$ cat src/hdl/spcd_pkg.sv
// Shared types, constants and helper functions for the sphere/plate contact detector.
// Used by the channel interfaces, the shared arithmetic units and the top level.
`timescale 1ns / 1ps

package spcd_pkg;

    // General datapath value, wide enough for projected offsets and their sums.
    typedef logic signed [39:0] t_val;
    // Multiplier operand and full signed product.
    typedef logic signed [35:0] t_op;
    typedef logic signed [72:0] t_prod;

    localparam int CFG_IDX_W = 4;
    localparam logic [CFG_IDX_W-1:0] CFG_RADIUS = 4'd0;
    localparam logic [CFG_IDX_W-1:0] CFG_WIDTH  = 4'd1;
    localparam logic [CFG_IDX_W-1:0] CFG_LENGTH = 4'd2;
    localparam logic [CFG_IDX_W-1:0] CFG_HEIGHT = 4'd3;

    localparam logic [30:0] CFG_RESET_VAL = 31'd65536;
    localparam t_val        ONE_Q30       = 40'sd1073741824;
    localparam logic [31:0] PI_Q30        = 32'd3373259426;
    localparam logic [47:0] AREA_MAX      = 48'hFFFF_FFFF_FFFF;

    localparam logic [1:0] STAT_NONE = 2'd0;
    localparam logic [1:0] STAT_CONT = 2'd1;
    localparam logic [1:0] STAT_NEW  = 2'd2;

    typedef struct packed {
        logic signed [31:0] sphere_x;
        logic signed [31:0] sphere_y;
        logic signed [31:0] sphere_z;
        logic signed [31:0] plate_cx;
        logic signed [31:0] plate_cy;
        logic signed [31:0] plate_cz;
        logic signed [31:0] axis_z_x;
        logic signed [31:0] axis_z_y;
        logic signed [31:0] axis_z_z;
        logic signed [31:0] axis_x_x;
        logic signed [31:0] axis_x_y;
        logic signed [31:0] axis_x_z;
    } t_in_item;

    typedef struct packed {
        logic signed [31:0] gap_x;
        logic signed [31:0] gap_y;
        logic signed [31:0] gap_z;
        logic signed [31:0] impact_depth;
        logic        [47:0] overlap_area;
        logic signed [31:0] dir_x;
        logic signed [31:0] dir_y;
        logic signed [31:0] dir_z;
        logic signed [31:0] contact_px;
        logic signed [31:0] contact_py;
        logic signed [31:0] contact_pz;
        logic        [1:0]  contact_status;
    } t_out_item;

    typedef enum logic [3:0] {
        ST_IDLE,
        ST_ISSUE,
        ST_WB,
        ST_ROOT,
        ST_RWAIT,
        ST_DIV,
        ST_DWAIT,
        ST_POST,
        ST_FIN
    } t_state;

    // Micro-operations of the shared multiplier, in program order.
    typedef enum logic [5:0] {
        MOP_CY0A, MOP_CY0B, MOP_CY1A, MOP_CY1B, MOP_CY2A, MOP_CY2B,
        MOP_S0, MOP_S1, MOP_S2,
        MOP_P0, MOP_P1, MOP_P2,
        MOP_X0, MOP_X1, MOP_X2,
        MOP_Y0, MOP_Y1, MOP_Y2,
        MOP_C0A, MOP_C0B, MOP_C1A, MOP_C1B, MOP_C2A, MOP_C2B,
        MOP_Q0, MOP_Q1, MOP_Q2,
        MOP_R2, MOP_SS, MOP_AL, MOP_AH,
        MOP_K0, MOP_K1, MOP_K2
    } t_mop;

    typedef enum logic {
        DSU_SQRT,
        DSU_DIV
    } t_dsu_mode;

    typedef struct packed {
        logic      start;
        t_dsu_mode mode;
    } t_dsu_ctl;

    // Round a product scaled by 2^30 to nearest, halves away from zero.
    function automatic t_val rnd30(input t_prod p);
        logic [72:0] m;
        logic [72:0] q;
        m = p[72] ? 73'(-p) : 73'(p);
        q = (m + (73'd1 << 29)) >> 30;
        return p[72] ? -$signed(q[39:0]) : $signed(q[39:0]);
    endfunction

    function automatic t_val clampv(input t_val v, input t_val lim);
        if (v < -lim) begin
            return -lim;
        end else if (v > lim) begin
            return lim;
        end
        return v;
    endfunction

    function automatic logic signed [31:0] clamp_axis(input t_val v);
        t_val c;
        c = clampv(v, ONE_Q30);
        return c[31:0];
    endfunction

    function automatic logic signed [31:0] sat32(input t_val v);
        if (v < -40'sd2147483648) begin
            return 32'sh8000_0000;
        end else if (v > 40'sd2147483647) begin
            return 32'sh7FFF_FFFF;
        end
        return v[31:0];
    endfunction

endpackage

$ cat src/hdl/spcd_mul.sv
// Shared signed multiplier with a registered full-width product.
// Depends on spcd_pkg for the operand and product types.
`timescale 1ns / 1ps

module spcd_mul import spcd_pkg::*; (
    input  logic  i_clk,
    input  t_op   i_a,
    input  t_op   i_b,
    output t_prod o_p
);

    logic [35:0] w_ma;
    logic [35:0] w_mb;
    logic [71:0] w_m;
    logic        w_neg;
    t_prod       r_p;

    always_comb begin
        w_ma  = i_a[35] ? 36'(-i_a) : 36'(i_a);
        w_mb  = i_b[35] ? 36'(-i_b) : 36'(i_b);
        w_m   = w_ma * w_mb;
        w_neg = i_a[35] ^ i_b[35];
    end

    always_ff @(posedge i_clk) begin
        r_p <= w_neg ? -$signed({1'b0, w_m}) : $signed({1'b0, w_m});
    end

    assign o_p = r_p;

endmodule

$ cat config.mk
export PLATFORM = sky130hd
export DESIGN_NAME = spcd_mul
export DESIGN_NICKNAME = d
export VERILOG_FILES = /design/src/hdl/spcd_pkg.sv /design/src/hdl/spcd_mul.sv
export SDC_FILE = /design/constraint.sdc
export NUM_CORES = 2
export LEC_CHECK = 0
export BUFFER_PORTS_ARGS = -buffer_cell sky130_fd_sc_hd__buf_2
export CAP_MARGIN = 20
export CORE_MARGIN = 2
export CORE_UTILIZATION = 28
export CTS_CLUSTER_SIZE = 16
export DETAILED_ROUTE_END_ITERATION = 16
export GPL_ROUTABILITY_DRIVEN = 0
export PLACE_DENSITY = 0.5
export SKIP_CTS_REPAIR_TIMING = 1
export SYNTH_ARGS = -nofsm -noshare
export SYNTH_HDL_FRONTEND = slang
export SYNTH_SLANG_ARGS = --single-unit
export TNS_END_PERCENT = 50
$ cat constraint.sdc
create_clock -name i_clk -period 20.4 [get_ports i_clk]
set_input_delay 4.08 -clock i_clk [delete_from_list [all_inputs] [get_ports i_clk]]
set_output_delay 4.08 -clock i_clk [all_outputs]
set_load 0.02 [all_outputs]
### After elaboration in Yosys (flattened, before gate mapping)

Index checks and enable logic that the tools add are counted.

* word-level logic and storage cells: 10
* input bits: 73
* register bits after elaboration: 73

* muxes and demuxes: 3
* multipliers: 1
* add/subtract/negate cells: 3
* bitwise logic cells: 1

Operator list (number)
* $neg A72 Y73: 1
* $mul A36 B36 Y72: 1
* $mux W36: 2
* $mux W72: 1
* $neg A36 Y36: 2
* $xor A1 B1 Y1: 1

### Longest topological paths before layout

* word-level depth: 5
* gate-level depth with buffers: 41
* mapped depth without buffers: 38

### Worst setup path after synthesis

No wires, ideal clock.

* path type: input to register
* start point: input port i_a[5]
* end point: register r_p[66] (netlist: o_p[66])
* data arrival time: 14.817 ns
* setup time: 0.133 ns
* path buffers: 3
* data required time: 20.267 ns
* stages: 38
* path slack: 5.451 ns
* cell sequence: or4_4 > or4_4 > or4_4 > or3_1 > buf_2 > or3_4 > o31a_1 > xor2_1 > clkbuf_1 > nand2_1 > fa_1 > inv_1 > fa_1 > inv_1 > fa_1 > inv_1 > fa_1 > inv_1 > (+2 left out) > fa_1 > inv_1 > fa_1 > fa_1 > inv_1 > ha_1 > clkbuf_1 > nand2_1 > o21a_1 > o221ai_1 > nor2_1 > a2111oi_0 > o21ai_0 > a2111o_1 > or3_4 > nor4b_4 > a21oi_1 > xor2_1

* word-level cells in the longest chain between the ends: 5

RTL lines
* start: declaration: line spcd_mul.sv:7 `input t_op i_a,`
* $neg A36 Y36: line spcd_mul.sv:19 `w_ma = i_a[35] ? 36'(-i_a) : 36'(i_a);`
* $mux W36 *: line spcd_mul.sv:19
* $mul A36 B36 Y72 *: line spcd_mul.sv:21 `w_m = w_ma * w_mb;`
* $neg A72 Y73: line spcd_mul.sv:26 `r_p <= w_neg ? -$signed({1'b0, w_m}) : $signed({1'b0, w_m});`
* $mux W72 *: line spcd_mul.sv:26
* end signal: assignment: line spcd_mul.sv:26
* end: declaration: line spcd_mul.sv:16 `t_prod r_p;`

Mark *: on every way between the ends. The rest lies on a longest branch, timed or not.
A chain may end at the register's enable or synchronous reset.

### Worst setup path in the final report

* start point: input port i_b[4]
* end point: register r_p[66] (netlist: o_p[66])

* word-level cells in the longest chain between the ends: 5

RTL lines
* start: declaration: line spcd_mul.sv:8 `input t_op i_b,`
* $neg A36 Y36: line spcd_mul.sv:20 `w_mb = i_b[35] ? 36'(-i_b) : 36'(i_b);`
* $mux W36 *: line spcd_mul.sv:20
* $mul A36 B36 Y72 *: line spcd_mul.sv:21
* $neg A72 Y73: line spcd_mul.sv:26
* $mux W72 *: line spcd_mul.sv:26

Marks and branches as above.

==> key figures <==
Clocking
  • Worst-path clk slew: 0.06 ns
  • CTS max path bufs: 2
  • Root buffer cell: clkbuf_16
  • H-tree levels: 3
  • CTS Buf Count: 9
  • Clk sinks: 73
  • CTS tree: done

Detailed routing
  • DRC violations left: 0
  • Via count: 37.9k
  • Vias per inst: between 4 and 5
  • Iter 0 DRT Violations: 3091
  • DRT Wirelength: 175 mm
  • Wire length per cell: 22.9 µm
  • Detailed Routing Iterations Pass 1: 6
  • Post-route ant nets: 0

Synth
  • Ys Warns: 0
  • Cell taking the most area after synthesis: fa_1
  • Largest family of logic cells by synthesized area: adder cells
  • Syn Inst Count: 5445
  • Ranking of synthesized cells by area: fa_1 (50%), inv_1 (9.9%), nand2_1 (8.4%), ha_1 (7.9%), nor2_1 (3.4%)
  • Synth Area per Inst: 8.53 µm²
  • Adder-cell share of the synthesized area: 57.8%
  • Number of synthesized register bits: 73
  • Seq/Total Area, Yosys: 3.15%
  • Post-synthesis mux area share: 0.154%
  • Post-synth EDFFs: 0
  • Syn Nets: ~7k
  • Main synth FF type: dfxtp_1
  • Netlist cell types: 96
  • Xor and xnor area share after synthesis: 4.42%
  • Simple logic cell fraction of the synthesized area: 16.2%
  • Netlist Area Pre-Place: 0.0465 mm²
  • Yosys top cell area share: 49.8%
  • Synth Area in Compound Gates: 6.16%
  • Async set-reset flop share out of synthesis: 0%

Flow run
  • Max Cap Viol: 0

Setup path
  • Slowest cell on crit path: xor2_2
  • CP Class: in2reg
  • Crit path DAT: 16.66 ns
  • Critical path's largest stage delay: 0.82 ns
  • CP Data Required Time: 20.60 ns
  • Crit path launch: i_b[4]
  • Most Frequent Cell on Critical Path: fa_1
  • CP Capture Type: flop
  • Nature of the critical path startpoint: input pin
  • Crit Path Max Fanout: 8

Timing
  • Tightest Pin Transition: 1.21 ns
  • Setup violators final: 0
  • Max-slew violations: 0
  • Maximum clock frequency: 60.7 MHz
  • Final hold viol count: 0
  • Crit share post-route: 80.7%
  • Period minus WS final: 16.46 ns
  • Slew margin rel.: 19.3%
  • Setup tns final: 0 ns
  • RSZ-0062 raised after global routing: no

Global routing
  • Initial antenna violation count: 17
  • Vias in the first global route: 40.2k
  • GR Overflow Total: 0
  • First-pass GRT wire length: 264 mm
  • Global Route Usage Sum: 20.9%
  • Largest net degree at the start of global routing: 41

Placed design
  • HPWL Detailed: 143 mm
  • PortBufs: 145

Finish
  • Syn-to-layout area delta: 9.64%
  • # fillers: 17.7k
  • Nets: 6987
  • Max reg flops: 73
  • Share of cells above drive strength 1: 7.90%

Floorplanning
  • Die H: 411 µm
  • Initial Util: between 20% and 30%
  • Row count: 149
  • Die W: 411 µm
  • DIE AREA: 0.169 mm²
  • Boundary Pins: approximately 150
  • Core outline area: 0.165 mm²

Min path
  • Hold EP: o_p[0]
  • Hold_sp: i_a[0]
  • HP Class: in2reg
  • Hold Path Depth: 4

Run status
  • Status: finished clean
## Yosys cell counts (7+ instances only)
master,n
or4_1,14
o31ai_1,24
and4_1,9
o21ai_1,14
ha_1,295
nor3_1,39
o2111ai_1,9
o21bai_1,12
clkbuf_1,230
o21a_1,23
inv_1,1224
nor2b_1,10
a21o_1,27
a211oi_1,9
nand3_1,29
buf_2,19
nand2_1,1043
o21ai_0,82
and3_1,16
a21oi_1,105
or3_1,28
o211ai_1,11
fa_1,1156
nand4_1,37
nor4_1,11
a31oi_1,12
a21boi_0,7
or2_2,12
dfxtp_1,73
o31a_1,10
nor2_2,9
and2_1,52
a221oi_1,9
xnor2_1,135
xor2_1,92
nor2_1,426
nand2b_1,10
## metrics by stage
step	instance area, µm²	std cells	utilization (%)	setup WS (ns)	hold WS [ns]
floorplan	46500	5445	-	5.45	4.23
global placement	50500	7636	30.7	3.16	4.50
detailed placement	50600	7640	30.7	3.54	4.50
CTS	50900	7656	30.9	3.81	4.45
global route	50900	7658	30.9	3.22	4.50
finish	50900	7658	30.9	3.94	4.46
## cell families after synthesis
family / Yosys count
mux: 7
buf+inv: 1483
compound gates: 423
xor+xnor: 231
fa+ha+maj: 1451
flops: 73
simple gates: 1777
## area by class of cell
type	instances	area, µm²	area share (%)
antenna	1	2.50	0.00491
inverter	1224	4590	9.02
multi-input combinational	3889	40200	78.9
tap	2189	2740	5.38
clock inverter	7	82.6	0.162
sequential	73	1460	2.87
clock buffer	9	225	0.442
timing repair buffer	266	1670	3.27
## layer usage
layer	up-vias	GRT usage (%)	part of all wire [%]
li1	16100	-	-
met1	19800	28.1	42
met2	1589	33.6	46
met3	308	3.65	8.1
met4	2	7.75	4.7
met5	-	0	0.0074
## cell usage in the layout, fill, tap and decap left out, drive strengths merged, types with 10 or more instances in the layout
cell / n
a211oi: 10
a21o: 27
a21oi: 112
a31oi: 14
and2: 52
and3: 16
buf: 266
dfxtp: 73
fa: 1156
ha: 295
inv: 1228
nand2: 1043
nand2b: 11
nand3: 29
nand4: 37
nor2: 435
nor2b: 10
nor3: 39
nor4: 12
o211ai: 11
o21a: 23
o21ai: 98
o21bai: 12
o31a: 10
o31ai: 29
or2: 16
or3: 30
or4: 17
xnor2: 138
xor2: 93
## critical path: cells and delay by family
kind                     cells  cell delay [ns]
AO/OA/AOI/OAI                5             1.66
AND/OR/NAND/NOR             15             4.70
buffers and inverters        6             0.65
XOR/XNOR                     2             0.98
adder cells (fa/ha/maj)      9             4.58
## worst max path at each step
stage / to / slack [ns]
2_1_floorplan: o_p[66] / 5.45
3_3_place_gp: o_p[68] / 3.16
3_5_place_dp: o_p[68] / 3.54
4_1_cts: o_p[66] / 3.81
5_1_grt: o_p[70] / 3.22
6_report: o_p[66] / 3.94
Power is left out: the tool's default activity adds up to more than one toggle a clock period on the data nets, which glitch-free logic cannot reach.
