## config.mk

```make
export PLATFORM = sky130hd
export DESIGN_NAME = spcd_dsu
export DESIGN_NICKNAME = d
export VERILOG_FILES = /design/src/hdl/spcd_pkg.sv /design/src/hdl/spcd_dsu.sv
export SDC_FILE = /design/constraint.sdc
export NUM_CORES = 1
export LEC_CHECK = 0
export BUFFER_PORTS_ARGS = -buffer_cell sky130_fd_sc_hd__buf_4
export CAP_MARGIN = 20
export CORE_MARGIN = 8
export CORE_UTILIZATION = 30
export CTS_CLUSTER_DIAMETER = 200
export DETAILED_ROUTE_END_ITERATION = 6
export REMOVE_ABC_BUFFERS = 1
export SLEW_MARGIN = 10
export SYNTH_ARGS = -nofsm -noshare
export SYNTH_HDL_FRONTEND = slang
export SYNTH_SLANG_ARGS = --single-unit
```

## constraint.sdc

```tcl
create_clock -name i_clk -period 5.7 [get_ports i_clk]
set_input_delay 0.285 -clock i_clk [delete_from_list [all_inputs] [get_ports i_clk]]
set_output_delay 0.285 -clock i_clk [all_outputs]
set_load 0.01 [all_outputs]
```

## src/hdl/spcd_pkg.sv

```systemverilog
// Shared types, constants and helper functions for the sphere/plate contact detector.
// Used by the channel interfaces, the shared arithmetic units and the top level.
`timescale 1ns / 1ps

package spcd_pkg;

    // General datapath value, wide enough for projected offsets and their sums.
    typedef logic signed [39:0] t_val;
    // Multiplier operand and full signed product.
    typedef logic signed [35:0] t_op;
    typedef logic signed [72:0] t_prod;

    localparam int CFG_IDX_W = 4;
    localparam logic [CFG_IDX_W-1:0] CFG_RADIUS = 4'd0;
    localparam logic [CFG_IDX_W-1:0] CFG_WIDTH  = 4'd1;
    localparam logic [CFG_IDX_W-1:0] CFG_LENGTH = 4'd2;
    localparam logic [CFG_IDX_W-1:0] CFG_HEIGHT = 4'd3;

    localparam logic [30:0] CFG_RESET_VAL = 31'd65536;
    localparam t_val        ONE_Q30       = 40'sd1073741824;
    localparam logic [31:0] PI_Q30        = 32'd3373259426;
    localparam logic [47:0] AREA_MAX      = 48'hFFFF_FFFF_FFFF;

    localparam logic [1:0] STAT_NONE = 2'd0;
    localparam logic [1:0] STAT_CONT = 2'd1;
    localparam logic [1:0] STAT_NEW  = 2'd2;

    typedef struct packed {
        logic signed [31:0] sphere_x;
        logic signed [31:0] sphere_y;
        logic signed [31:0] sphere_z;
        logic signed [31:0] plate_cx;
        logic signed [31:0] plate_cy;
        logic signed [31:0] plate_cz;
        logic signed [31:0] axis_z_x;
        logic signed [31:0] axis_z_y;
        logic signed [31:0] axis_z_z;
        logic signed [31:0] axis_x_x;
        logic signed [31:0] axis_x_y;
        logic signed [31:0] axis_x_z;
    } t_in_item;

    typedef struct packed {
        logic signed [31:0] gap_x;
        logic signed [31:0] gap_y;
        logic signed [31:0] gap_z;
        logic signed [31:0] impact_depth;
        logic        [47:0] overlap_area;
        logic signed [31:0] dir_x;
        logic signed [31:0] dir_y;
        logic signed [31:0] dir_z;
        logic signed [31:0] contact_px;
        logic signed [31:0] contact_py;
        logic signed [31:0] contact_pz;
        logic        [1:0]  contact_status;
    } t_out_item;

    typedef enum logic [3:0] {
        ST_IDLE,
        ST_ISSUE,
        ST_WB,
        ST_ROOT,
        ST_RWAIT,
        ST_DIV,
        ST_DWAIT,
        ST_POST,
        ST_FIN
    } t_state;

    // Micro-operations of the shared multiplier, in program order.
    typedef enum logic [5:0] {
        MOP_CY0A, MOP_CY0B, MOP_CY1A, MOP_CY1B, MOP_CY2A, MOP_CY2B,
        MOP_S0, MOP_S1, MOP_S2,
        MOP_P0, MOP_P1, MOP_P2,
        MOP_X0, MOP_X1, MOP_X2,
        MOP_Y0, MOP_Y1, MOP_Y2,
        MOP_C0A, MOP_C0B, MOP_C1A, MOP_C1B, MOP_C2A, MOP_C2B,
        MOP_Q0, MOP_Q1, MOP_Q2,
        MOP_R2, MOP_SS, MOP_AL, MOP_AH,
        MOP_K0, MOP_K1, MOP_K2
    } t_mop;

    typedef enum logic {
        DSU_SQRT,
        DSU_DIV
    } t_dsu_mode;

    typedef struct packed {
        logic      start;
        t_dsu_mode mode;
    } t_dsu_ctl;

    // Round a product scaled by 2^30 to nearest, halves away from zero.
    function automatic t_val rnd30(input t_prod p);
        logic [72:0] m;
        logic [72:0] q;
        m = p[72] ? 73'(-p) : 73'(p);
        q = (m + (73'd1 << 29)) >> 30;
        return p[72] ? -$signed(q[39:0]) : $signed(q[39:0]);
    endfunction

    function automatic t_val clampv(input t_val v, input t_val lim);
        if (v < -lim) begin
            return -lim;
        end else if (v > lim) begin
            return lim;
        end
        return v;
    endfunction

    function automatic logic signed [31:0] clamp_axis(input t_val v);
        t_val c;
        c = clampv(v, ONE_Q30);
        return c[31:0];
    endfunction

    function automatic logic signed [31:0] sat32(input t_val v);
        if (v < -40'sd2147483648) begin
            return 32'sh8000_0000;
        end else if (v > 40'sd2147483647) begin
            return 32'sh7FFF_FFFF;
        end
        return v[31:0];
    endfunction

endpackage

```

## src/hdl/spcd_dsu.sv

```systemverilog
// Radix-2 iterative unit shared by the square root and the divisions.
// One compare-and-subtract per cycle. Depends on spcd_pkg.
`timescale 1ns / 1ps

module spcd_dsu import spcd_pkg::*; (
    input  logic        i_clk,
    input  logic        i_rst_n,
    input  t_dsu_ctl    i_ctl,
    input  logic [63:0] i_num,
    input  logic [31:0] i_den,
    output logic        o_done,
    output logic [31:0] o_res
);

    logic        r_busy;
    logic        r_done;
    logic [4:0]  r_cnt;
    t_dsu_mode   r_mode;
    logic [63:0] r_x;
    logic [35:0] r_rem;
    logic [31:0] r_q;
    logic [31:0] r_den;

    logic [35:0] w_sh;
    logic [35:0] w_trial;
    logic        w_ge;

    always_comb begin
        if (r_mode == DSU_SQRT) begin
            w_sh    = {r_rem[33:0], r_x[63:62]};
            w_trial = {2'b00, r_q, 2'b01};
        end else begin
            w_sh    = {3'b000, r_rem[31:0], r_x[63]};
            w_trial = {4'b0000, r_den};
        end
        w_ge = (w_sh >= w_trial);
    end

    always_ff @(posedge i_clk) begin
        if (!i_rst_n) begin
            r_busy <= 1'b0;
            r_done <= 1'b0;
            r_cnt  <= '0;
        end else begin
            r_done <= r_busy && (r_cnt == 5'd31);
            if (i_ctl.start) begin
                r_busy <= 1'b1;
                r_cnt  <= '0;
            end else if (r_busy) begin
                r_cnt <= r_cnt + 5'd1;
                if (r_cnt == 5'd31) begin
                    r_busy <= 1'b0;
                end
            end
        end
    end

    always_ff @(posedge i_clk) begin
        if (i_ctl.start) begin
            r_mode <= i_ctl.mode;
            r_den  <= i_den;
            r_q    <= '0;
            if (i_ctl.mode == DSU_SQRT) begin
                r_x   <= i_num;
                r_rem <= '0;
            end else begin
                r_x   <= {i_num[31:0], 32'd0};
                r_rem <= {4'b0000, i_num[63:32]};
            end
        end else if (r_busy) begin
            r_rem <= w_ge ? (w_sh - w_trial) : w_sh;
            r_q   <= {r_q[30:0], w_ge};
            r_x   <= (r_mode == DSU_SQRT) ? (r_x << 2) : (r_x << 1);
        end
    end

    assign o_done = r_done;
    assign o_res  = r_q;

endmodule

```

**After elaboration in Yosys (flattened, before gate mapping)**

Index checks and enable logic that the tools add are counted.

- Output and inout bits: 33
- Register bits after elaboration: 170
- Logic and storage cells: 29

- $lt $le $gt $ge: 1
- Reduce and logical (&&, ||, !) cells: 3
- Mux-type cells: 13
- Eq/ne operators: 1
- Add/sub/neg operators: 2
- Bitwise gates (word level): 1

Operator list:

| cell | number |
|---|---|
| $mux W64 | 4 |
| $mux W34 | 4 |
| $ge A36 B34 Y1 | 1 |
| $mux W36 | 1 |
| $sub A34 B34 Y34 | 1 |
| $mux W32 | 1 |
| $add A5 B1 Y5 const B | 1 |
| $eq A5 B5 Y1 const B | 1 |
| $mux W1 | 3 |
| $reduce_bool A2 Y1 | 1 |
| $reduce_or A2 Y1 | 1 |
| $logic_and A1 B1 Y1 | 1 |
| $not A1 Y1 | 1 |

**Depth between registers and ports, before layout**

Gate-level depths: netlist (run 1).

- Depth in word-level cells: 5
- Depth in mapped cells: 17

**Worst setup path after synthesis (run 1)**

OpenSTA, ideal clock, no wires.

- Path type: register to register
- Start: reg r_mode
- End: reg r_rem[0] (data pin)
- Clock period less this slack: 4.601 ns
- Slack: 1.099 ns
- Setup time: 0.257 ns
- Path buffers: 7
- Stages on the path, launching flop included: 18
- Arrival: 4.344 ns
- Required time: 5.443 ns
- Path through: edfxtp_1 > clkbuf_1 > buf_1 > clkbuf_1 > clkbuf_1 > mux2i_1 > ha_1 > buf_4 > nand3_2 > or3_1 > or4_1 > o211ai_2 > a211o_4 > or2_1 > buf_6 > buf_12 > nand2_1 > a32o_1

- Cells in the longest elaborated chain, start to end: 5
- Elaborated cells on any way between the ends: 7
- Classes of those cells: add/sub (1); order compare (1); mux (5)

RTL lines:

| item | RTL line | source |
|---|---|---|
| start: declaration | spcd_dsu.sv:18 | `t_dsu_mode r_mode;` |
| start signal: assignment | spcd_dsu.sv:60 | `r_mode <= i_ctl.mode;` |
| $mux W36 / $mux W34 (equally long branches) | spcd_dsu.sv:29 | `if (r_mode == DSU_SQRT) begin` |
| $sub A34 B34 Y34 / $ge A36 B34 Y1 (equally long branches) | spcd_dsu.sv:71, spcd_dsu.sv:36 |  |
| $mux W34 * | spcd_dsu.sv:71 | `r_rem <= w_ge ? (w_sh - w_trial) : w_sh;` |
| $mux W34 * | spcd_dsu.sv:70 | `end else if (r_busy) begin` |
| $mux W34 * | spcd_dsu.sv:59 | `if (i_ctl.start) begin` |
| end signal: assignment | spcd_dsu.sv:68 | `r_rem <= {4'b0000, i_num[63:32]};` |
| end signal: assignment | spcd_dsu.sv:71 |  |
| end: declaration | spcd_dsu.sv:20 | `logic [35:0] r_rem;` |

Mark *: on every way between the ends. The rest lies on a longest branch, timed or not. The select of a mux whose other input is x is not followed.
A chain may end at the register's enable or synchronous reset.

**Worst setup path after layout (run 1)**

- Start: reg r_mode
- End: reg r_rem[5] (data pin)

The elaborated chain is that of the path after synthesis.

==> flow_metrics.py, run 1 <==
metrics = {
    "drt": {
        "drt-wirelength-per-cell_um": 18.9,
        "via_per_inst": 5.16,
        "wl_met1_um": 14700,
        "ant_nets": 0,
        "first_iter_violations": 512,
        "drcViolationCount": 0,
        "met3_wirelength_um": 1350,
        "routed_wl_um": 30000,
        "vias": 8152,
        "drt_pass1_iterations": 7,
        "wl_met2_um": 13500,
        "highest_layer": "met4",
    },
    "power": {
        "p_leak_nw": 5.01,
        "power_w": 0.00510,
        "ir_drop_mv": 0.178,
        "p_per_area_nw_per_um2": 411,
    },
    "synthesis": {
        "synthAdderAreaFrac_pct": 4.50,
        "synth_compound_area_share_pct": 15.4,
        "postSynth.asyncResetShare_pct": 0,
        "syn-instance-count": 1015,
        "avgSynthCellArea_um2": 10.3,
        "synth_top_family_by_area": "multiplexers",
        "yosysWarnings": 0,
        "ys_types": 68,
        "synth-simple-area-share_pct": 12.4,
        "synth_edf_count": 131,
        "synth_flop_cell": "edfxtp_1",
        "syn_area_um2": 10500,
        "synth-seq-cells": 170,
        "synthMuxAreaShare_pct": 17.2,
        "ys_seq_area_share_pct": 45.1,
        "synth_xor_area_share_pct": 2.18,
    },
    "timing": {
        "worstMarginPinSlew_ns": 0.973,
        "fmax_mhz": 225,
        "fin_crit_ns": 4.45,
        "whs_ns": 0.0259,
        "clock_skew_ns": 0.0117,
        "rsz0062_at_grt": "no",
        "period_share_pct": 78.1,
        "setup_viol": 0,
        "hold_violations": 0,
        "max-slew-margin-rel_pct": 35.1,
        "report.final.slew_viol_count": 0,
    },
    "placed_design": {
        "numPortBuffers": 132,
        "dpl_cell_area_um2": 11800,
        "place_hpwl_um": 22300,
        "gp_congestion": 0.917,
    },
    "cts": {
        "root_buffer": "clkbuf_16",
        "post-cts-setup-buffers": 0,
        "cts_tree": "yes",
        "cts_resized": 0,
        "cts_buffer_depth": 2,
        "clock_sinks": 170,
        "cts.clk_slew.worst_paths_ns": 0.07,
        "numCtsBuffers": 17,
        "htree_num_levels": 4,
        "clock_latency_ns": 0.43,
    },
    "floorplan": {
        "core_area_um2": 34500,
        "floorplan.rows": 68,
        "die-area_um2": 41100,
        "die_x_um": 203,
        "die_h_um": 203,
        "num_io_pins": 133,
        "start_util_pct": 30.4,
    },
    "cells_and_area": {
        "final_cell_mix": "mux2i_1, buf_4, edfxtp_1",
        "final_common_cell": "mux2i_1",
        "stdcell_area_um2": 12400,
        "fin_nets": 1250,
        "diodes": 0,
        "area_delta_synth_final_pct": 18.4,
        "drive_gt1_share_pct": 19.3,
        "fillCellCount": 3488,
    },
    "global_route": {
        "track_usage_pct": 14.2,
        "grt_overflow": 0,
        "antenna_found_initial": 0,
        "grt_pass1_wl_um": 46500,
        "grt_pass1_vias": 8006,
        "grt_max_degree": 89,
    },
    "setup_path": {
        "r2r_cells": 12,
        "reg2reg_from": "r_mode",
        "end_kind": "register",
        "worstSetupPathType": "register to register",
        "reg2reg_to": "r_rem[5]",
        "critPathLaunch": "r_mode",
        "ff2ff_setup_slack_ns": 1.25,
        "crit_family": "simple AND/OR/NAND/NOR gates",
        "max_stage_delay_ns": 0.55,
        "path_buf_inv": 2,
        "critical_path_arrival_ns": 4.60,
        "cpMaxStageDelayCell": "or4_1",
        "worstPathMaxFanout": 25,
        "worstPathCellList": "buf_4 > mux2_2 > ha_1 > nand3_2 > or3_1 > or4_1 > o211ai_2 > a211o_4 > or2_1 > buf_12 > mux2i_1 > o21ai_1",
        "startpoint_type": "register",
        "worst-endpoint-required_ns": 5.85,
    },
    "hold_path": {
        "min_path_type": "input port to register",
        "hold_path_startpoint": "i_den[14]",
        "whs_path_depth": 1,
        "holdPathEnd": "r_den[14]",
    },
    "status": {
        "outcome": "complete, no violations",
    },
    "job": {
        "cap_violations": 0,
    },
}
[where the power goes]
group | internal, W | switching [W] | leakage (nW)
sequential | 0.00158 | 0.0000978 | 1.65
clock | 0.000601 | 0.000515 | 0.261
combinational | 0.000949 | 0.00135 | 3.11
total | 0.00313 | 0.00197 | 5.01
[worst max path at each step]
stage	end	slack, ns	depth (start not counted)
after floorplan	r_rem[24]	-1.95	10
after global placement	r_rem[22]	1.39	11
after detailed placement	r_rem[11]	1.32	12
after CTS	r_rem[11]	1.30	12
after global routing	r_rem[8]	1.10	12
final	r_rem[5]	1.25	12
[layout make-up]
cell class | count | area [µm²] | share of cell area [%]
Inverter | 8 | 30.0 | 0.242
Sequential cell | 170 | 4720 | 38.0
Clock inverter | 15 | 125 | 1.01
Multi-Input combinational cell | 770 | 5410 | 43.7
Tap cell | 455 | 569 | 4.59
Timing Repair Buffer | 146 | 1120 | 9.01
Clock buffer | 17 | 425 | 3.43
[stage by stage]
stage	cells	setup TNS (ns)	utilization, %	setup slack (ns)
global route	1581	0	36.0	1.10
finish	1581	0	36.0	1.25
CTS	1581	0	36.0	1.30
global placement	1547	0	34.3	1.39
floorplan	948	-62.87	-	-1.95
detailed placement	1547	0	34.3	1.32
[worst register-to-register path, cell delays in order, from the launching register on]
cell,delay [ns]
edfxtp_1,0.43
buf_4,0.37
mux2_2,0.42
ha_1,0.45
nand3_2,0.12
or3_1,0.39
or4_1,0.55
o211ai_2,0.18
a211o_4,0.20
or2_1,0.47
buf_12,0.27
mux2i_1,0.25
o21ai_1,0.09
[cells in the mapped netlist (5+ instances only)]
library cell	instances	area share [%]
buf_1	16	0.57
nand4_1	6	0.36
ha_1	36	4.3
and3_1	9	0.54
nand2b_1	13	0.78
nand3_1	17	0.81
a211oi_1	35	2.5
xnor2_1	15	1.3
inv_1	8	0.29
a21oi_1	72	3.4
xor2_1	11	0.92
o21ai_1	19	0.91
nor2_1	67	2.4
o21ai_0	60	2.9
edfxtp_1	131	38
clkbuf_1	41	1.5
nand2_1	99	3.6
nor3_1	6	0.29
a21o_1	15	1.1
a31oi_1	6	0.36
mux2i_1	145	14
nor2b_1	34	2.0
mux2_2	31	3.3
dfxtp_1	39	7.5
o211ai_1	5	0.36
and2_1	6	0.36
[metal layers]
layer / up-vias / track usage (%)
met3: 27 / 2.53
met5: - / 0
met1: 3919 / 20.0
met2: 227 / 22.3
met4: 0 / 3.76
li1: 3979 / -
[registers in the layout, indices dropped and copies added (netlist names)]
register  count
o_done        1
r_den        32
r_x          64
r_cnt         5
o_res        32
r_rem        34
r_mode        1
r_busy        1
[what timing repair did]
item                                   in CTS  in global routing
endpoints found under the hold margin       2                  0
setup endpoints to repair                   0                  0
hold buffers                                2                  0
[cell families after synthesis]
kind of cell	Yosys count
AND/OR/NAND/NOR	275
AO/OA/AOI/OAI	256
multiplexers	176
flip-flops	170
buffers and inverters	75
adder cells (fa/ha/maj)	37
XOR/XNOR	26
Power figures use the tool's default switching activity.
==> run 2, diff against run 1 <==
Clock period 5.7 ns to 4.1 ns, I/O delays scaled along.
==> run 2 against run 1 <==
  * Design area grew 4.5%
  * First-iteration DRC count shrank 0.98%
  * Clock skew grew 0.0049 ns
  * Setup slack lost 1.2 ns
  * Critical path depth is the same
  * Utilization grew 1.6 points
  * Routed wire length shrank 1.1%
  * Worst hold slack gained 0.022 ns
  * Sequential share of layout area shrank 1.6 points
  * Highest routed layer unchanged
==> flow_metrics.py, run 2 (synthesis results as in run 1) <==
metrics = {
    "setup_path": {
        "max_stage_delay_ns": 0.75,
        "reg2reg_to": "r_rem[29]",
        "end_kind": "register",
        "worstSetupPathType": "register to register",
        "worst-endpoint-required_ns": 4.27,
        "ff2ff_setup_slack_ns": 0.09,
        "worstPathCellList": "buf_12 > mux2_2 > ha_1 > a21o_1 > nand2b_1 > o2111a_1 > nor4b_1 > buf_4 > o31ai_2 > a2111oi_0 > o211a_1 > nor3_1",
        "worstPathMaxFanout": 23,
        "reg2reg_from": "r_mode",
        "path_buf_inv": 2,
        "r2r_cells": 12,
        "crit_family": "compound AO/OA/AOI/OAI gates",
        "cpMaxStageDelayCell": "a2111oi_0",
        "startpoint_type": "register",
        "critical_path_arrival_ns": 4.18,
    },
    "hold_path": {
        "min_path_type": "input port to register",
        "whs_path_depth": 2,
        "hold_path_startpoint": "i_rst_n",
        "holdPathEnd": "r_busy",
    },
    "drt": {
        "drt-wirelength-per-cell_um": 18.2,
        "drt_pass1_iterations": 4,
        "routed_wl_um": 29600,
        "first_iter_violations": 507,
        "drcViolationCount": 0,
        "ant_nets": 0,
        "via_per_inst": 5.00,
        "vias": 8156,
    },
    "power": {
        "pwr-share-clk_pct": 22.6,
        "seqPwrFrac_pct": 31.9,
        "internal_power_w": 0.00449,
        "comb_power_share_pct": 45.6,
        "p_per_area_nw_per_um2": 563,
        "switching_share_pct": 38.4,
        "ir_drop_mv": 0.273,
        "p_leak_nw": 5.27,
        "switchingPower_w": 0.00280,
    },
    "cts": {
        "clock_latency_ns": 0.44,
        "clock_sinks": 170,
        "cts.clk_slew.worst_paths_ns": 0.07,
        "cts_tree": "yes",
        "numCtsBuffers": 17,
        "root_buffer": "clkbuf_16",
        "cts_buffer_depth": 2,
        "htree_num_levels": 4,
    },
    "floorplan": {
        "die-area_um2": 41100,
        "floorplan.rows": 68,
        "num_io_pins": 133,
        "die_h_um": 203,
        "core_area_um2": 34500,
        "die_x_um": 203,
        "start_util_pct": 30.4,
    },
    "timing": {
        "whs_ns": 0.0476,
        "worstMarginPinSlew_ns": 1.08,
        "period_share_pct": 97.7,
        "fmax_mhz": 250,
        "setup_viol": 0,
        "report.final.slew_viol_count": 0,
        "fin_crit_ns": 4.01,
        "max-slew-margin-rel_pct": 27.9,
        "clock_skew_ns": 0.0166,
        "hold_violations": 0,
        "rsz0062_at_grt": "no",
    },
    "cells_and_area": {
        "final_cell_mix": "buf_4, mux2i_1, edfxtp_1",
        "multi_input_area_um2": 5430,
        "fillCellCount": 3445,
        "regArea_um2": 4720,
        "reg_top3": "r_x x64, r_rem x34",
        "regMostFlops": "r_x",
        "area_delta_synth_final_pct": 23.7,
        "largest_reg_flops": 64,
        "final_common_cell": "buf_4",
        "final_core_util_pct": 37.6,
        "diodes": 0,
        "fin_nets": 1300,
        "drive_gt1_share_pct": 20.8,
    },
    "status": {
        "outcome": "complete, no violations",
    },
    "global_route": {
        "track_usage_pct": 14.1,
        "grt_max_degree": 96,
        "grt_pass1_wl_um": 46500,
        "grt_overflow": 0,
        "antenna_found_initial": 0,
        "grt_pass1_vias": 8179,
    },
    "placed_design": {
        "gp_congestion": 0.889,
        "place_hpwl_um": 21900,
        "numPortBuffers": 132,
    },
    "job": {
        "cap_violations": 0,
    },
}
-- run 2: cell types whose count changed in the layout (fill, tap and decap cells not counted), sizes merged --
cell,change
buf,+19
dlygate4sd3,+30
clkinv,-6
inv,+6
clkbuf,+1
-- run 2: stage by stage --
| stage | area [µm²] | cells | setup TNS (ns) | total power, W | worst slack (ns) |
|---|---|---|---|---|---|
| 3_3_place_gp | 12000 | 1564 | 0 | 0.00559 | 0.120 |
| 5_1_grt | 12900 | 1631 | 0 | 0.00776 | 0.0000178 |
| 6_report | 12900 | 1631 | 0 | 0.00729 | 0.0933 |
| 3_5_place_dp | 12000 | 1564 | 0 | 0.00558 | 0.168 |
| 2_1_floorplan | 10200 | 948 | -146.72 | 0.00464 | -3.55 |
| 4_1_cts | 12900 | 1628 | 0 | 0.00727 | 0.129 |
-- run 2: repair_timing --
action,4_1_cts,5_1_grt
setup buffers,0,2
gates resized for setup,0,7
hold endpoints to repair,32,0
setup endpoints to repair,0,26
hold buffers,32,0
-- run 2: worst max-delay path by stage --
| stage | startpoint | end | cells after the start |
|---|---|---|---|
| global route | r_mode | r_rem[25] | 12 |
| finish | r_mode | r_rem[29] | 12 |
| CTS | r_mode | r_rem[29] | 12 |
| floorplan | r_mode | r_rem[24] | 10 |
| global placement | r_mode | r_rem[33] | 12 |
| detailed placement | r_mode | r_rem[33] | 12 |
-- run 2: layout make-up --
type	instances	area share, %
Inverter	8	0.232
Sequential cell	170	36.4
Clock inverter	15	1.17
Timing Repair Buffer	196	12.6
Tap cell	455	4.40
Multi-Input combinational cell	770	41.9
Clock buffer	17	3.29
-- run 2: layer usage --
| metal | vias up | global-route usage (%) | routed length [µm] | share of wire (%) |
|---|---|---|---|---|
| li1 | 4073 | - | - | - |
| met1 | 3899 | 20.3 | 14800 | 50 |
| met2 | 165 | 21.6 | 13300 | 45 |
| met3 | 19 | 2.39 | 1130 | 3.8 |
| met4 | 0 | 3.73 | 392 | 1.3 |
| met5 | - | 0 | 0 | 0 |
-- run 2: power groups by stage --
stage          clock [W]  sequential, W  combinational, W
2_1_floorplan          0        0.00234           0.00229
3_3_place_gp           0        0.00236           0.00323
3_5_place_dp           0        0.00235           0.00323
4_1_cts          0.00169        0.00232           0.00326
5_1_grt          0.00176        0.00235           0.00365
6_report         0.00165        0.00232           0.00332
-- run 2: worst reg2reg max path, cell delays in order (launching register included) --
cell and delay, ns:
edfxtp_1 0.48, buf_12 0.21, mux2_2 0.39, ha_1 0.36
a21o_1 0.21, nand2b_1 0.16, o2111a_1 0.27, nor4b_1 0.31
buf_4 0.18, o31ai_2 0.12, a2111oi_0 0.76, o211a_1 0.24
nor3_1 0.06
==> run 3, diff against run 2 <==
Settings changed: SETUP_SLACK_MARGIN from default to 0.4.
==> run 3 against run 2 <==
  * Design area grew 5.9%
  * Fmax increased by 8.8%
  * Cell count grew 1.5%
  * Global-route usage is 0.27 points higher
  * Register-to-register slack better by 0.32 ns
  * Routed wire length up 5.4%
  * Die area did not move
  * First-iteration DRC count rose by 11%
  * Via count up 2.6%
  * Clock skew shrank 0.00089 ns
  * Largest power group unchanged
==> flow_metrics.py, run 3 (synthesis results as in run 1) <==
metrics = {
    "drt": {
        "routed_wl_um": 31200,
        "ant_nets": 0,
        "drt-wirelength-per-cell_um": 18.9,
        "drcViolationCount": 0,
        "vias": 8369,
        "drt_pass1_iterations": 5,
        "via_per_inst": 5.06,
        "first_iter_violations": 563,
    },
    "placed_design": {
        "dpl_cell_area_um2": 12000,
        "gp_congestion": 0.889,
        "numPortBuffers": 132,
        "place_hpwl_um": 21900,
    },
    "setup_path": {
        "reg2reg_from": "r_mode",
        "ff2ff_setup_slack_ns": 0.42,
        "worst-endpoint-required_ns": 4.26,
        "end_kind": "register",
        "worstSetupPathType": "register to register",
        "startpoint_type": "register",
        "critical_path_arrival_ns": 3.84,
        "worstPathMaxFanout": 9,
        "reg2reg_to": "r_rem[3]",
        "r2r_cells": 13,
    },
    "floorplan": {
        "num_io_pins": 133,
        "die_x_um": 203,
        "die_h_um": 203,
        "die-area_um2": 41100,
        "floorplan.rows": 68,
        "start_util_pct": 30.4,
        "core_area_um2": 34500,
    },
    "timing": {
        "max-slew-margin-rel_pct": 28.2,
        "clock_skew_ns": 0.0157,
        "period_share_pct": 89.8,
        "setup_viol": 0,
        "report.final.slew_viol_count": 0,
        "hold_violations": 0,
        "worstMarginPinSlew_ns": 1.08,
        "fin_crit_ns": 3.68,
        "rsz0062_at_grt": "yes",
        "fmax_mhz": 272,
        "whs_ns": 0.0480,
    },
    "global_route": {
        "grt_busiest_layer": "met2",
        "grt_pass1_vias": 8333,
        "grt_max_degree": 96,
        "track_usage_pct": 14.4,
        "antenna_found_initial": 0,
        "met1_usage_pct": 20.5,
        "grt_use_met2_pct": 22.3,
        "grt_pass1_wl_um": 47300,
        "use_met3_pct": 2.39,
        "grt_overflow": 0,
    },
    "cts": {
        "root_buffer": "clkbuf_16",
        "htree_num_levels": 4,
        "clock_sinks": 170,
        "cts_buffer_depth": 2,
        "cts_tree": "yes",
        "numCtsBuffers": 17,
        "cts.clk_slew.worst_paths_ns": 0.07,
        "clock_latency_ns": 0.44,
    },
    "cells_and_area": {
        "largest_reg_flops": 64,
        "regMostFlops": "r_x",
        "diodes": 0,
        "stdcell_area_um2": 13700,
        "area_delta_synth_final_pct": 31.0,
        "fin_nets": 1324,
        "final_cell_mix": "buf_4, mux2i_1, edfxtp_1",
        "final_common_cell": "buf_4",
        "drive_gt1_share_pct": 26.8,
        "reg_top3": "r_x x64, r_rem x34",
    },
    "power": {
        "power_w": 0.00801,
        "p_leak_nw": 5.50,
        "ir_drop_mv": 0.278,
        "p_per_area_nw_per_um2": 584,
    },
    "status": {
        "outcome": "complete, no violations",
    },
    "hold_path": {
        "hold_path_startpoint": "i_rst_n",
        "whs_path_depth": 2,
        "holdPathEnd": "r_busy",
        "min_path_type": "input port to register",
    },
    "job": {
        "cap_violations": 0,
    },
}
## run 3: changes by cell type in the layout (fill, tap and decap cells not counted), moves of 3 or more
| cell | previous run | this run |
|---|---|---|
| o21ai_1 | 19 | 22 |
| ha_2 | 2 | 6 |
| clkbuf_16 | 18 | 21 |
| buf_4 | 157 | 172 |
| mux2i_1 | 145 | 140 |
| mux2_2 | 31 | 25 |
| mux2i_2 | 0 | 5 |
| o21ai_0 | 60 | 56 |
| ha_1 | 34 | 14 |
| a21oi_1 | 72 | 68 |
| ha_4 | 0 | 16 |
| mux2_4 | 0 | 6 |
## run 3: how the worst max path moves through the flow
stage | startpoint | end | slack (ns) | cells past startpoint
floorplan | r_mode | r_rem[24] | -3.55 | 10
global route | r_mode | r_rem[25] | 0.33 | 13
global placement | r_mode | r_rem[33] | 0.12 | 12
CTS | r_mode | r_rem[16] | 0.38 | 14
detailed placement | r_mode | r_rem[33] | 0.17 | 12
finish | r_mode | r_rem[3] | 0.42 | 13
## run 3: critical path, cell delays in order, from the launching register on
cell	delay (ns)
edfxtp_1	0.44
buf_12	0.18
buf_16	0.15
mux2_4	0.32
ha_4	0.32
nand3_4	0.08
or3_4	0.39
or4_4	0.52
o211ai_2	0.19
a211o_4	0.18
or2_4	0.18
clkbuf_16	0.19
mux2i_1	0.18
o21ai_0	0.08
## run 3: cell type report
class                   count  area [µm²]
clock inverters            15         151
well taps                 455         569
repair buffers            220        1940
fillers                  3354       20700
multi-input cells         770        5870
flip-flops and latches    170        4720
clock buffers              17         425
inverters                   8        30.0
## run 3: layer usage
layer | share of wire (%) | wire [µm]
met5 | 0 | 0
met4 | 1.3 | 391
met3 | 3.9 | 1220
met2 | 46 | 14400
met1 | 49 | 15200
## run 3: where the power goes
part	internal [W]	switching [W]
Sequential	0.00220	0.000131
Combinational	0.00187	0.00217
Clock	0.000862	0.000781
Total	0.00492	0.00308
## run 3: stage by stage
step	TNS, ns	setup slack (ns)	instances	utilization, %
3_3_place_gp	0	0.120	1564	34.8
5_1_grt	0	0.329	1655	39.8
3_5_place_dp	0	0.168	1564	34.8
4_1_cts	0	0.384	1637	38.2
2_1_floorplan	-146.72	-3.55	948	-
6_report	0	0.417	1655	39.8
## run 3: timing repair
| item | 4_1_cts | 5_1_grt |
|---|---|---|
| endpoints found under the setup margin | 34 | 34 |
| gates cloned | 2 | 6 |
| setup buffers | 7 | 12 |
| endpoints found under the hold margin | 32 | 0 |
| hold buffers | 32 | 0 |
| gates resized for setup | 31 | 59 |
| pin swaps | 7 | 26 |
